**src/hdl/bpp_pkg.sv**
```systemverilog
// ----------------------------------------------------------------------------
// bpp_pkg
// Shared constants and types for the positional popcount block.
// ----------------------------------------------------------------------------
package bpp_pkg;

  localparam int MAX_WORDS  = 8;
  localparam int WORD_BITS  = 64;
  localparam int COUNT_BITS = 32;
  localparam int TOTAL_BITS = 32;
  localparam int INDEX_BITS = 9;
  localparam int CMD_BITS   = 2;
  localparam int WPS_BITS   = 4;
  localparam int ROW_BITS   = $clog2(MAX_WORDS);
  localparam int COL_BITS   = $clog2(WORD_BITS);
  localparam int ROW_WIDTH  = WORD_BITS * COUNT_BITS;

  localparam logic [CMD_BITS-1:0] CMD_ACCUMULATE = 2'd0;
  localparam logic [CMD_BITS-1:0] CMD_READ       = 2'd1;
  localparam logic [CMD_BITS-1:0] CMD_CLEAR      = 2'd2;

  localparam logic [WPS_BITS-1:0]   WPS_RESET = WPS_BITS'(MAX_WORDS);
  localparam logic [COUNT_BITS-1:0] COUNT_MAX = '1;

  typedef enum logic [1:0] {
    OP_ACC   = 2'd0,
    OP_READ  = 2'd1,
    OP_CLEAR = 2'd2
  } op_kind_t;

  typedef struct packed {
    op_kind_t                kind;
    logic [ROW_BITS-1:0]     row;
    logic [INDEX_BITS-1:0]   index;
    logic [WORD_BITS-1:0]    word;
  } op_t;

endpackage

```
**src/hdl/bpp_front.sv**
```systemverilog
// ----------------------------------------------------------------------------
// bpp_front
// Accepts commands, tracks the word position within the bitset and issues
// decoded operations to the queue.
// ----------------------------------------------------------------------------
module bpp_front (
  input  logic                          clk,
  input  logic                          rst,
  input  logic                          in_valid,
  output logic                          in_ready,
  input  logic [bpp_pkg::CMD_BITS-1:0]  cmd,
  input  logic [bpp_pkg::WORD_BITS-1:0] word,
  input  logic [bpp_pkg::INDEX_BITS-1:0] bit_index,
  input  logic                          cfg_we,
  input  logic [bpp_pkg::WPS_BITS-1:0]  cfg_wdata,
  input  logic                          q_full,
  output logic                          q_push,
  output bpp_pkg::op_t                  q_data
);
  import bpp_pkg::*;

  logic [WPS_BITS-1:0] words_per_set;
  logic [ROW_BITS-1:0] word_position;
  logic [ROW_BITS-1:0] word_position_next;
  logic [WPS_BITS-1:0] set_len;
  logic [ROW_BITS-1:0] cur_pos;
  logic [WPS_BITS-1:0] pos_inc;
  logic                accept;

  assign in_ready = !q_full;
  assign accept   = in_valid && in_ready;

  always_comb begin
    if (words_per_set == '0) begin
      set_len = WPS_BITS'(1);
    end else if (words_per_set > WPS_BITS'(MAX_WORDS)) begin
      set_len = WPS_BITS'(MAX_WORDS);
    end else begin
      set_len = words_per_set;
    end
    cur_pos = (WPS_BITS'(word_position) < set_len) ? word_position : '0;
    pos_inc = WPS_BITS'(cur_pos) + WPS_BITS'(1);
  end

  always_comb begin
    q_push             = 1'b0;
    q_data.kind        = OP_ACC;
    q_data.row         = cur_pos;
    q_data.index       = bit_index;
    q_data.word        = word;
    word_position_next = word_position;
    unique case (cmd)
      CMD_ACCUMULATE: begin
        q_push             = accept;
        word_position_next = (pos_inc >= set_len) ? '0 : pos_inc[ROW_BITS-1:0];
      end
      CMD_READ: begin
        q_push      = accept;
        q_data.kind = OP_READ;
        q_data.row  = bit_index[INDEX_BITS-1 -: ROW_BITS];
      end
      CMD_CLEAR: begin
        q_push             = accept;
        q_data.kind        = OP_CLEAR;
        word_position_next = '0;
      end
      default: begin
        q_push = 1'b0;
      end
    endcase
  end

  always_ff @(posedge clk) begin
    if (rst) begin
      words_per_set <= WPS_RESET;
      word_position <= '0;
    end else begin
      if (cfg_we) begin
        words_per_set <= cfg_wdata;
      end
      if (accept) begin
        word_position <= word_position_next;
      end
    end
  end

endmodule

```
**config.mk**
```make
export PLATFORM = sky130hd
export DESIGN_NAME = bpp_front
export DESIGN_NICKNAME = d
export VERILOG_FILES = /design/src/hdl/bpp_pkg.sv /design/src/hdl/bpp_front.sv
export SDC_FILE = /design/constraint.sdc
export NUM_CORES = 1
export LEC_CHECK = 0
export BUFFER_PORTS_ARGS = -buffer_cell sky130_fd_sc_hd__buf_2
export CORE_ASPECT_RATIO = 0.5
export CORE_UTILIZATION = 30
export DETAILED_ROUTE_END_ITERATION = 16
export PLACE_DENSITY_LB_ADDON = 0.05
export SYNTH_ARGS = -nofsm -noshare
export SYNTH_HDL_FRONTEND = slang
export SYNTH_SLANG_ARGS = --single-unit
```
**constraint.sdc**
```tcl
create_clock -name clk -period 3.3 [get_ports clk]
set_clock_uncertainty 0.2 [all_clocks]
set_input_delay 0.99 -clock clk [delete_from_list [all_inputs] [get_ports clk]]
set_output_delay 0.99 -clock clk [all_outputs]
set_load 0.02 [all_outputs]
```
==> impl_metrics.csv <==
group,metric,value,unit
clock_network,cts-buffers-inserted,3,
detailed_routing,initialDrtViolationCount,39,
global_routing,grt_use_total,0.123,
run_status,outcome,"completed",
floorplan,initial_core_util,0.317,
min_path,min_path_type,"reg -> reg",
yosys,yosysSeqAreaShare,0.127,
sta,relSlewSlack,0.762,
detailed_routing,vias_per_cell,4.42,
cells_and_area,layout-drive-gt1-share,0.366,
placement,globalplace.congestion,0.752,
global_routing,grt_max_degree,7,
floorplan,rows,15,
yosys,synth-adder-area-share,0.0795,
worst_setup_path,rrSetupSlack,0.29,ns
pwr,power.share.clock,0.458,
min_path,min_path_cells,2,
global_routing,grt_pass1_vias,658,
worst_setup_path,crit_path_start_kind,"register",
worst_setup_path,end_kind,"output port",
cells_and_area,post-route-util,0.237,
min_path,hold_start,"word_position[0]",
worst_setup_path,regToRegStartpoint,"words_per_set[3]",
yosys,syn_nets,234,
yosys,postSynthAreaPerCell,7.71,um2
yosys,synth_xor_xnor_area_share,0,
yosys,synthSimpleGateAreaFrac,0.129,
worst_setup_path,worst-path-max-fanout,5,
pwr,p_per_area,321,nW/um2
min_path,hold_end,"word_position[0]",
detailed_routing,drtPass1Iterations,4,
worst_setup_path,path_delay_family,"compound AO/OA/AOI/OAI gates",
clock_network,clkTransAtPathRegs,0.04,ns
yosys,synth_mux_area_frac,0.0375,
detailed_routing,ant_nets,0,
yosys,synth_compound_area_frac,0.106,
clock_network,cts_sinks,7,
clock_network,cts_tree,"yes",
global_routing,grt_pass1_wl,3.57,mm
pwr,combPwrFrac,0.197,
yosys,synth_cells,143,
placement,hpwl,2.44,mm
job,maxCapViolations,0,
global_routing,gr-total-overflow,0,
worst_setup_path,reg2reg_depth,13,
sta,slew_violations,0,
clock_network,h-tree-depth,1,
sta,fin_setup_tns,0,ns
clock_network,hold_buffers,0,
sta,hold_viol,0,
global_routing,grt_antenna_before_repair,0,
pwr,p_sw_frac,0.263,
clock_network,clockRootBuffer,"clkbuf_8",
yosys,synth_top_family_by_area,"buffers and inverters",
floorplan,die_x,87.7,um
pwr,ir_drop,0.119,mV
sta,setup_viol,0,
worst_setup_path,r2r-end,"word_position[1]",
sta,finalCriticalPeriod,3.20,ns
detailed_routing,num_vias,672,
sta,final.period_utilization,0.969,
cells_and_area,area_growth,-25.2,%
floorplan,coreArea,3470,um2
pwr,p_leak,0.396,nW
clock_network,clockBufferDepth,2,
detailed_routing,drc,0,
pwr,power.switching,0.0696,mW
floorplan,die_h,44.9,um
worst_setup_path,critPathMaxStageDelay,0.33,ns
yosys,synth_cell_types,28,
cells_and_area,final_cell_mix,"buf_2 (23), nand2_1 (9), dfxtp_1 (7)",
worst_setup_path,arrival,2.01,ns
cells_and_area,final_common_cell,"buf_2",
pwr,seqPwrFrac,0.345,
sta,max_freq,0.313,GHz
yosys,yosys_warnings,0,
worst_setup_path,critPathBufInv,2,
floorplan,dieArea,3940,um2
placement,numPortBuffers,23,
yosys,syn_area,1100,um2
cells_and_area,n_antenna_cell,0,
cells_and_area,fin_nets,193,
detailed_routing,wl_per_cell,17.5,um
worst_setup_path,crit_slowest_cell,"a221o_1",
yosys,ys_seq_elements,7,
detailed_routing,totalWireLength,2.66,mm
pwr,intPower,0.195,mW
worst_setup_path,crit_chain,"inv_2, nand2_1, ha_4, o21ai_1, a221o_1, and2_4, mux2_2, buf_2",
sta,tightest_slew,0.354,ns
worst_setup_path,worstSetupPathType,"reg -> out",
clock_network,clk-insertion-delay-late,0.23,ns
floorplan,io_pins,164,
worst_setup_path,critPathRequiredTime,2.11,ns
## cells by family (layout without fill, tap and decap cells)
group                    count (synthesis)  in the layout
AO/OA/AOI/OAI                           18             18
multiplexers                             4              4
flip-flops                               7              7
adder cells (fa/ha/maj)                  7              7
AND/OR/NAND/NOR                         27             27
buffers and inverters                   80             38
## through the flow
step | cells | hold slack, ns | cell area, um2 | power [mW] | setup WS, ns
after CTS | 151 | 0.301 | 805 | 0.268 | 0.0380
after detailed placement | 147 | 0.294 | 759 | 0.144 | 0.192
final | 152 | 0.317 | 825 | 0.264 | 0.102
after floorplan | 143 | 0.243 | 1100 | 0.247 | 0.180
after global placement | 147 | 0.285 | 759 | 0.145 | 0.165
after global routing | 152 | 0.344 | 825 | 0.283 | -0.00875
## layout make-up
type / count / area [um2]
fill: 389 / 2650
multi-input combinational: 56 / 400
timing repair buffer: 28 / 153
sequential: 7 / 140
tap: 51 / 63.8
clock buffer: 4 / 45.0
inverter: 6 / 22.5
## what timing repair did
action,4_1_cts,5_1_grt
setup endpoints to repair,1,2
resized for setup,1,1
pin swaps,0,1
buffers inserted,0,1
## worst min-delay path: cells and delay by family (launching register included)
family / cells / cell delay, ns
AO/OA/AOI/OAI: 1 / 0.05
flip-flops: 1 / 0.34
AND/OR/NAND/NOR: 1 / 0.07
## how the worst max path moves through the flow
stage	start	endpoint	slack [ns]	cells past startpoint
floorplan	cmd[0]	q_data[74]	0.18	2
global placement	words_per_set[3]	word_position[2]	0.16	14
detailed placement	words_per_set[3]	word_position[0]	0.19	13
CTS	words_per_set[3]	q_data[74]	0.04	8
global route	words_per_set[3]	q_data[74]	-0.009	8
finish	words_per_set[3]	q_data[74]	0.10	8
## layer usage
metal	track usage	up-vias	part of all wire
li1	-	312	-
met1	0.123	272	0.31
met2	0.203	82	0.47
met3	0.0896	6	0.21
met4	0.0459	0	0.0086
met5	0	-	0
## synth_stat cells
cell type,instances,area share
a211oi_1,1,0.0068
a21oi_1,2,0.0091
a221o_1,1,0.0091
a32oi_1,1,0.0079
and2_1,1,0.0057
and2_4,1,0.0079
and3_1,1,0.0057
and3_2,1,0.0068
buf_4,73,0.50
clkbuf_1,1,0.0034
dfxtp_1,7,0.13
ha_1,7,0.079
inv_1,6,0.020
mux2_2,1,0.010
mux2i_1,3,0.027
nand2_1,9,0.031
nand2b_1,1,0.0057
nand3_1,1,0.0045
nand4_1,1,0.0057
nor2_1,4,0.014
nor2b_1,3,0.017
nor3_1,2,0.0091
nor3_2,1,0.0091
o211ai_1,4,0.027
o21ai_0,5,0.023
o21ai_1,2,0.0091
o21bai_1,2,0.014
or3b_1,1,0.0079
## power by group through the flow
stage | combinational [mW] | sequential [mW] | clock, mW
6_report | 0.0521 | 0.0913 | 0.121
5_1_grt | 0.0580 | 0.0918 | 0.133
4_1_cts | 0.0511 | 0.0913 | 0.126
3_5_place_dp | 0.0509 | 0.0926 | 0
3_3_place_gp | 0.0519 | 0.0927 | 0
2_1_floorplan | 0.155 | 0.0916 | 0
## registers in the layout, summed over array words and instances, names as in the netlist
| register | count |
|---|---|
| word_position | 3 |
| words_per_set | 4 |
Note: power is estimated with default switching activity, not from simulation.
