--- src/hdl/bpp_pkg.sv ---
// ----------------------------------------------------------------------------
// bpp_pkg
// Shared constants and types for the positional popcount block.
// ----------------------------------------------------------------------------
package bpp_pkg;

  localparam int MAX_WORDS  = 8;
  localparam int WORD_BITS  = 64;
  localparam int COUNT_BITS = 32;
  localparam int TOTAL_BITS = 32;
  localparam int INDEX_BITS = 9;
  localparam int CMD_BITS   = 2;
  localparam int WPS_BITS   = 4;
  localparam int ROW_BITS   = $clog2(MAX_WORDS);
  localparam int COL_BITS   = $clog2(WORD_BITS);
  localparam int ROW_WIDTH  = WORD_BITS * COUNT_BITS;

  localparam logic [CMD_BITS-1:0] CMD_ACCUMULATE = 2'd0;
  localparam logic [CMD_BITS-1:0] CMD_READ       = 2'd1;
  localparam logic [CMD_BITS-1:0] CMD_CLEAR      = 2'd2;

  localparam logic [WPS_BITS-1:0]   WPS_RESET = WPS_BITS'(MAX_WORDS);
  localparam logic [COUNT_BITS-1:0] COUNT_MAX = '1;

  typedef enum logic [1:0] {
    OP_ACC   = 2'd0,
    OP_READ  = 2'd1,
    OP_CLEAR = 2'd2
  } op_kind_t;

  typedef struct packed {
    op_kind_t                kind;
    logic [ROW_BITS-1:0]     row;
    logic [INDEX_BITS-1:0]   index;
    logic [WORD_BITS-1:0]    word;
  } op_t;

endpackage

--- src/hdl/bpp_queue.sv ---
// ----------------------------------------------------------------------------
// bpp_queue
// Two-entry queue of decoded operations between front and back.
// ----------------------------------------------------------------------------
module bpp_queue (
  input  logic         clk,
  input  logic         rst,
  input  logic         push,
  input  bpp_pkg::op_t push_data,
  input  logic         pop,
  output bpp_pkg::op_t head,
  output logic         full,
  output logic         empty
);
  import bpp_pkg::*;

  op_t        entries [2];
  logic       wr_ptr;
  logic       rd_ptr;
  logic [1:0] count;

  assign head  = entries[rd_ptr];
  assign full  = (count == 2'd2);
  assign empty = (count == 2'd0);

  always_ff @(posedge clk) begin
    if (push) begin
      entries[wr_ptr] <= push_data;
    end
  end

  always_ff @(posedge clk) begin
    if (rst) begin
      wr_ptr <= 1'b0;
      rd_ptr <= 1'b0;
      count  <= 2'd0;
    end else begin
      if (push) begin
        wr_ptr <= !wr_ptr;
      end
      if (pop) begin
        rd_ptr <= !rd_ptr;
      end
      case ({push, pop})
        2'b10:   count <= count + 2'd1;
        2'b01:   count <= count - 2'd1;
        default: count <= count;
      endcase
    end
  end

endmodule

--- config.mk ---
export PLATFORM = sky130hd
export DESIGN_NAME = bpp_queue
export DESIGN_NICKNAME = d
export VERILOG_FILES = /design/src/hdl/bpp_pkg.sv /design/src/hdl/bpp_queue.sv
export SDC_FILE = /design/constraint.sdc
export NUM_CORES = 1
export LEC_CHECK = 0
export BUFFER_PORTS_ARGS = -buffer_cell sky130_fd_sc_hd__buf_4
export CAP_MARGIN = 0
export CORE_ASPECT_RATIO = 2
export CORE_MARGIN = 1.5
export CORE_UTILIZATION = 47
export DETAILED_ROUTE_END_ITERATION = 12
export PLACE_DENSITY = 0.76
export REMOVE_ABC_BUFFERS = 1
export SLEW_MARGIN = 30
export SYNTH_ARGS = -nofsm -noshare
export SYNTH_HDL_FRONTEND = slang
export SYNTH_SLANG_ARGS = --single-unit
--- constraint.sdc ---
create_clock -name clk -period 4.15 [get_ports clk]
set_input_delay 0.415 -clock clk [delete_from_list [all_inputs] [get_ports clk]]
set_output_delay 0.415 -clock clk [all_outputs]
set_load 0.05 [all_outputs]
==> out/metrics.cfg, run 1 <==
[synth]
synthArstFlopShare = 0
yosys.area.top_type = edfxtp_1
synthTopCellsByCount = edfxtp_1, mux2_2, buf_2, nor2_1, dfxtp_1
synth_top_area_frac = 0.8033
yosysMostFrequentCell = edfxtp_1
synth_warnings = 0
synthMuxAreaShare = 0.1506
synth.avg_cell_area_um2 = 22.01
synth_top_family_by_area = multiplexers
synthXorXnorAreaFrac = 0.006007
synth_area_um2 = 5832
synth_cell_types = 16
synthTopCellsByArea = edfxtp_1, mux2_2, dfxtp_1, buf_6, buf_2
synth_compound_area_frac = 0.001716
synth-simple-area-share = 0.007509
synth_edf_count = 156
ys_ff_latch = 161
netlist_instances = 265
seq_area_frac_synth = 0.8204
synthAdderAreaFrac = 0.002145
synth_ff_type = edfxtp_1

[die]
dieWidth_um = 81.77
ioPinCount = 162
die_height_um = 160.5
rows = 57
start_util = 0.4810
coreArea_um2 = 12120
dieArea_um2 = 13130

[global_routing]
first_global_vias = 3257
busiest_layer = met2
grt.overflow.total = 0
grt_pass1_wl_um = 16210
met3_usage = 0.05455
antenna_found_initial = 1
grt_use_met1 = 0.1565
grt_start_max_net_pins = 62
met2_usage = 0.3156
track_usage = 0.1748

[timing]
final.hold.worst_slack_ns = 0.1861
rsz0062_at_grt = no
setup_viol = 0
min_period_over_period = 0.5647
tightest_slew_ns = 0.5641
max_freq_ghz = 0.4267
maxSlewHeadroom = 0.6230
hold_viol_final = 0
period_minus_slack_ns = 2.343
clock_skew_ns = 0.008930
slew_viol_final = 0

[worst_setup_path]
cpPeakStageDelay_ns = 0.62
worst_setup_path_end_kind = output port
cp.arrival_ns = 1.93
cp_max_fo = 48
cp.buffers_inverters = 2
path_delay_family = flip-flops
critPathKind = reg -> out
cp_cell_sequence = buf_16 > mux2_2 > buf_4
worstSetupStartpointType = register
critPathRequiredTime_ns = 3.73
worst_path_max_delay_cell = dfxtp_4

[clocking]
cts_resized = 0
cts.sinks = 161
cts_buffers = 17
cts_tree = done
postCtsSetupRepairBufs = 0
cts_max_level = 4
cts.clk_slew.worst_paths_ns = 0.06
hold_buffers = 0
worstSkewPairLatency_ns = 0.41
clockRootBuffer = clkbuf_16
clockBufferDepth = 2

[run_status]
status = finished, final reports clean

[detailed_routing]
drtPass1Iterations = 4
num_vias = 3007
drt.antenna.violating_nets = 0
wl_per_cell_um = 18.26
drt_wl_total_um = 10960
remaining_drc_errors = 0
vias_per_cell = 5.012
drtIter0Drc = 132

[power_and_ir_drop]
p_leak_nw = 2.943
power.total_mw = 4.195
power.density_nw_per_um2 = 533.9
peakVddDrop_uv = 321.9

[placed_design]
port_buffers = 161
hpwl_um = 7714
gp_congestion = 0.8135
placed_area_um2 = 7262

[cells_and_area]
utilization = 0.6480
nets = 523
drive_above_1_share = 0.6084
areaGrowthSynthToFinish_pct = 34.71
final_area_um2 = 7856

[min_path]
min_path_type = in -> reg

[job]
cap_viol_max_count = 0

-- cells by family after synthesis --
logic type	Yosys count
compound gates	2
xor+xnor	4
fa+ha+maj	1
buf+inv	10
flops	161
mux	78
simple gates	9
-- cell type report --
class,instances,area [um^2]
diodes,1,2.502
clock buffers,19,432.9
clock inverters,12,158.9
fillers,891,4268
inverters,1,3.754
multi-input cells,94,989.7
flip-flops and latches,161,4788
well taps,147,183.9
repair buffers,165,1296
-- path summary, 6_finish.rpt --
check               startpoint             to  slack (ns)  depth (start not counted)
setup / recovery      register       head[75]        1.81                          3
hold reg to reg       count[1]       count[1]        0.52                          2
setup reg to reg        wr_ptr  entries[1][0]        2.54                          3
hold / removal    push_data[7]  entries[0][7]        0.19                          1
-- metrics by stage --
stage	setup TNS (ns)	worst slack [ns]	cells
floorplan	-8.603	-0.1103	256
global placement	0	2.040	565
detailed placement	0	2.185	568
CTS	0	1.748	599
global route	0	1.700	600
finish	0	1.807	600
-- worst reg2reg max path, delay by kind of cell (launching register included) --
family | cells | cell delay, ns
buffers and inverters | 2 | 0.47
and+or+nand+nor | 1 | 0.42
DFF | 1 | 0.41
-- cells in the final DEF (no fill, tap or decap) --
cell / Yosys / final
a21oi_1: 1 / 1
and2_4: 0 / 1
and2b_2: 1 / 1
buf_12: 0 / 3
buf_16: 0 / 1
buf_4: 0 / 161
bufinv_16: 0 / 3
clkbuf_1: 0 / 2
clkbuf_16: 0 / 17
clkinv_2: 0 / 2
clkinv_4: 0 / 2
clkinvlp_4: 0 / 2
dfxtp_1: 5 / 4
dfxtp_4: 0 / 1
diode_2: 0 / 1
edfxtp_1: 156 / 156
ha_1: 1 / 1
inv_1: 1 / 1
inv_6: 0 / 3
mux2_1: 1 / 1
mux2_2: 77 / 77
nor2_1: 6 / 5
nor2_4: 0 / 1
o21ai_0: 1 / 1
or3_1: 1 / 1
xnor2_1: 3 / 3
xor2_1: 1 / 1
-- where the power goes --
group | internal (mW) | switching, mW | leakage [nW]
clock network | 0.948 | 0.590 | 0.284
logic | 0.260 | 0.464 | 1.15
registers | 1.90 | 0.0374 | 1.51
total | 3.10 | 1.09 | 2.94
-- state kept, by name, summed over array words and instances (netlist names), named ones only --
register	flops
rd_ptr	1
count	2
wr_ptr	1
entries	156
-- metal layers --
| layer | wire (um) | up-vias |
|---|---|---|
| met4 | 508 | 0 |
| met2 | 6409 | 106 |
| li1 | - | 1395 |
| met1 | 3422 | 1478 |
| met3 | 615 | 28 |
| met5 | 0 | - |
Power figures use the tool's default switching activity.
==> run 2: changes to the inputs <==
--- a/config.mk
+++ b/config.mk
@@ -9,9 +9,9 @@
 export CAP_MARGIN = 0
 export CORE_ASPECT_RATIO = 2
 export CORE_MARGIN = 1.5
-export CORE_UTILIZATION = 47
+export CORE_UTILIZATION = 52
 export DETAILED_ROUTE_END_ITERATION = 12
-export PLACE_DENSITY = 0.76
+export PLACE_DENSITY = 0.8
 export REMOVE_ABC_BUFFERS = 1
 export SLEW_MARGIN = 30
 export SYNTH_ARGS = -nofsm -noshare
==> constraint.sdc (replaced) <==
create_clock -name clk -period 2.4 [get_ports clk]
set_input_delay 0.24 -clock clk [delete_from_list [all_inputs] [get_ports clk]]
set_output_delay 0.24 -clock clk [all_outputs]
set_load 0.05 [all_outputs]
==> run 2 against run 1 <==
Against the previous run: via count is 11% higher; die area shrank 9.4%; total power grew 74%; non-clock buffer count grew 67; largest cell class unchanged; highest routed layer unchanged; critical endpoint is now head[33]; final area up 7.8%.
==> out/metrics.cfg, run 2 (synthesized netlist as in run 1, its figures left out) <==
[run_status]
status = finished, final reports clean

[min_path]
min_path_type = in -> reg
hold_start = push_data[21]

[die]
dieArea_um2 = 11900
rows = 54
die_height_um = 152.8
dieWidth_um = 77.89
coreArea_um2 = 10950
ioPinCount = 162
start_util = 0.5328

[cells_and_area]
largest_reg_flops = 156
final_common_cell = buf_4
fill_cells = 630
final_area_um2 = 8467
final_cell_mix = buf_4, edfxtp_1, mux2_2
largest-register = entries
drive_above_1_share = 0.5423
top_regs = entries x156, count x2
nets = 590
areaGrowthSynthToFinish_pct = 45.18

[timing]
rsz0062_at_grt = no
period_minus_slack_ns = 2.140
tightest_slew_ns = 0.5919
max_freq_ghz = 0.4673
min_period_over_period = 0.8916
slew_viol_final = 0
clock_skew_ns = 0.007294
final.hold.worst_slack_ns = 0.02152
hold_viol_final = 0
setup_viol = 0
maxSlewHeadroom = 0.6054

[power_and_ir_drop]
p_leak_nw = 3.209
power.density_nw_per_um2 = 864.4
peakVddDrop_uv = 595.5

[global_routing]
first_global_vias = 3661
antenna_found_initial = 1
grt_start_max_net_pins = 46
grt.overflow.total = 0
track_usage = 0.2185
grt_pass1_wl_um = 18940

[detailed_routing]
wl_per_cell_um = 19.01
num_vias = 3324
vias_per_cell = 5.029
drtPass1Iterations = 4
drtIter0Drc = 144
remaining_drc_errors = 0
drt_wl_total_um = 12560
drt.antenna.violating_nets = 0

[clocking]
cts.clk_slew.worst_paths_ns = 0.06
clockRootBuffer = clkbuf_16
cts_tree = done
postCtsSetupRepairBufs = 0
clockBufferDepth = 2
cts.sinks = 161
hold_buffers = 63
cts_buffers = 17
cts_max_level = 4
worstSkewPairLatency_ns = 0.41
cts_resized = 0

[placed_design]
gp_congestion = 0.8009
port_buffers = 161
hpwl_um = 7865
placed_area_um2 = 7251

[worst_setup_path]
cp_max_fo = 31
cp.arrival_ns = 1.90
critPathKind = reg -> out
reg2reg_from = wr_ptr
worst_setup_path_end_kind = output port
critPathRequiredTime_ns = 2.16
worstSetupStartpointType = register

[job]
cap_viol_max_count = 0

[run 2: cell count changes in the layout (fill, tap and decap cells not counted), sizes merged]
cell         previous run  this run
dlygate4sd3             0        63
buf                   165       169
clkbuf                 19        17
clkinvlp                2         4
inv                     4         6
bufinv                  3         2
[run 2: stage by stage]
step / TNS [ns] / instances / util / power (mW) / setup WS (ns)
4_1_cts: 0 / 660 / 0.7733 / 7.365 / 0.2108
3_3_place_gp: 0 / 565 / 0.6624 / 4.641 / 0.6950
3_5_place_dp: 0 / 565 / 0.6624 / 4.673 / 0.6754
6_report: 0 / 661 / 0.7735 / 7.319 / 0.2602
2_1_floorplan: -182.81 / 256 / - / 4.224 / -1.699
5_1_grt: 0 / 661 / 0.7735 / 7.548 / 0.1890
[run 2: per-layer routing]
layer	vias to the layer above	wire, um	GRT usage
met2	120	7488	0.4186
met3	29	525	0.05030
li1	1526	-	-
met4	0	380	0.1065
met5	-	0	0
met1	1649	4169	0.2088
[run 2: report_power, final]
part | internal, mW | leakage, nW | switching (mW) | total (mW)
combinational | 0.516 | 1.43 | 0.843 | 1.36
sequential | 3.28 | 1.51 | 0.0671 | 3.35
clock | 1.54 | 0.277 | 1.07 | 2.61
total | 5.34 | 3.21 | 1.98 | 7.32
[run 2: final cells by class]
class / count / area (um^2) / area share
clock buffers: 17 / 425.4 / 0.05024
well taps: 140 / 175.2 / 0.02069
flip-flops and latches: 161 / 4788 / 0.5655
multi-input cells: 94 / 989.7 / 0.1169
repair buffers: 232 / 1924 / 0.2273
diodes: 1 / 2.502 / 0.0002956
clock inverters: 15 / 157.7 / 0.01862
inverters: 1 / 3.754 / 0.0004433
[run 2: path summary, 6_finish.rpt]
path               endpoint  slack [ns]  cells after the start
max                head[33]        0.26                      3
min          entries[1][21]        0.02                      1
max reg2reg  entries[1][47]        0.88                      2
min reg2reg        register        0.54                      2
[run 2: critical path, cell delays in order, from the launching register on]
cell	delay, ns
dfxtp_4	0.63
buf_4	0.29
mux2_2	0.36
buf_4	0.19
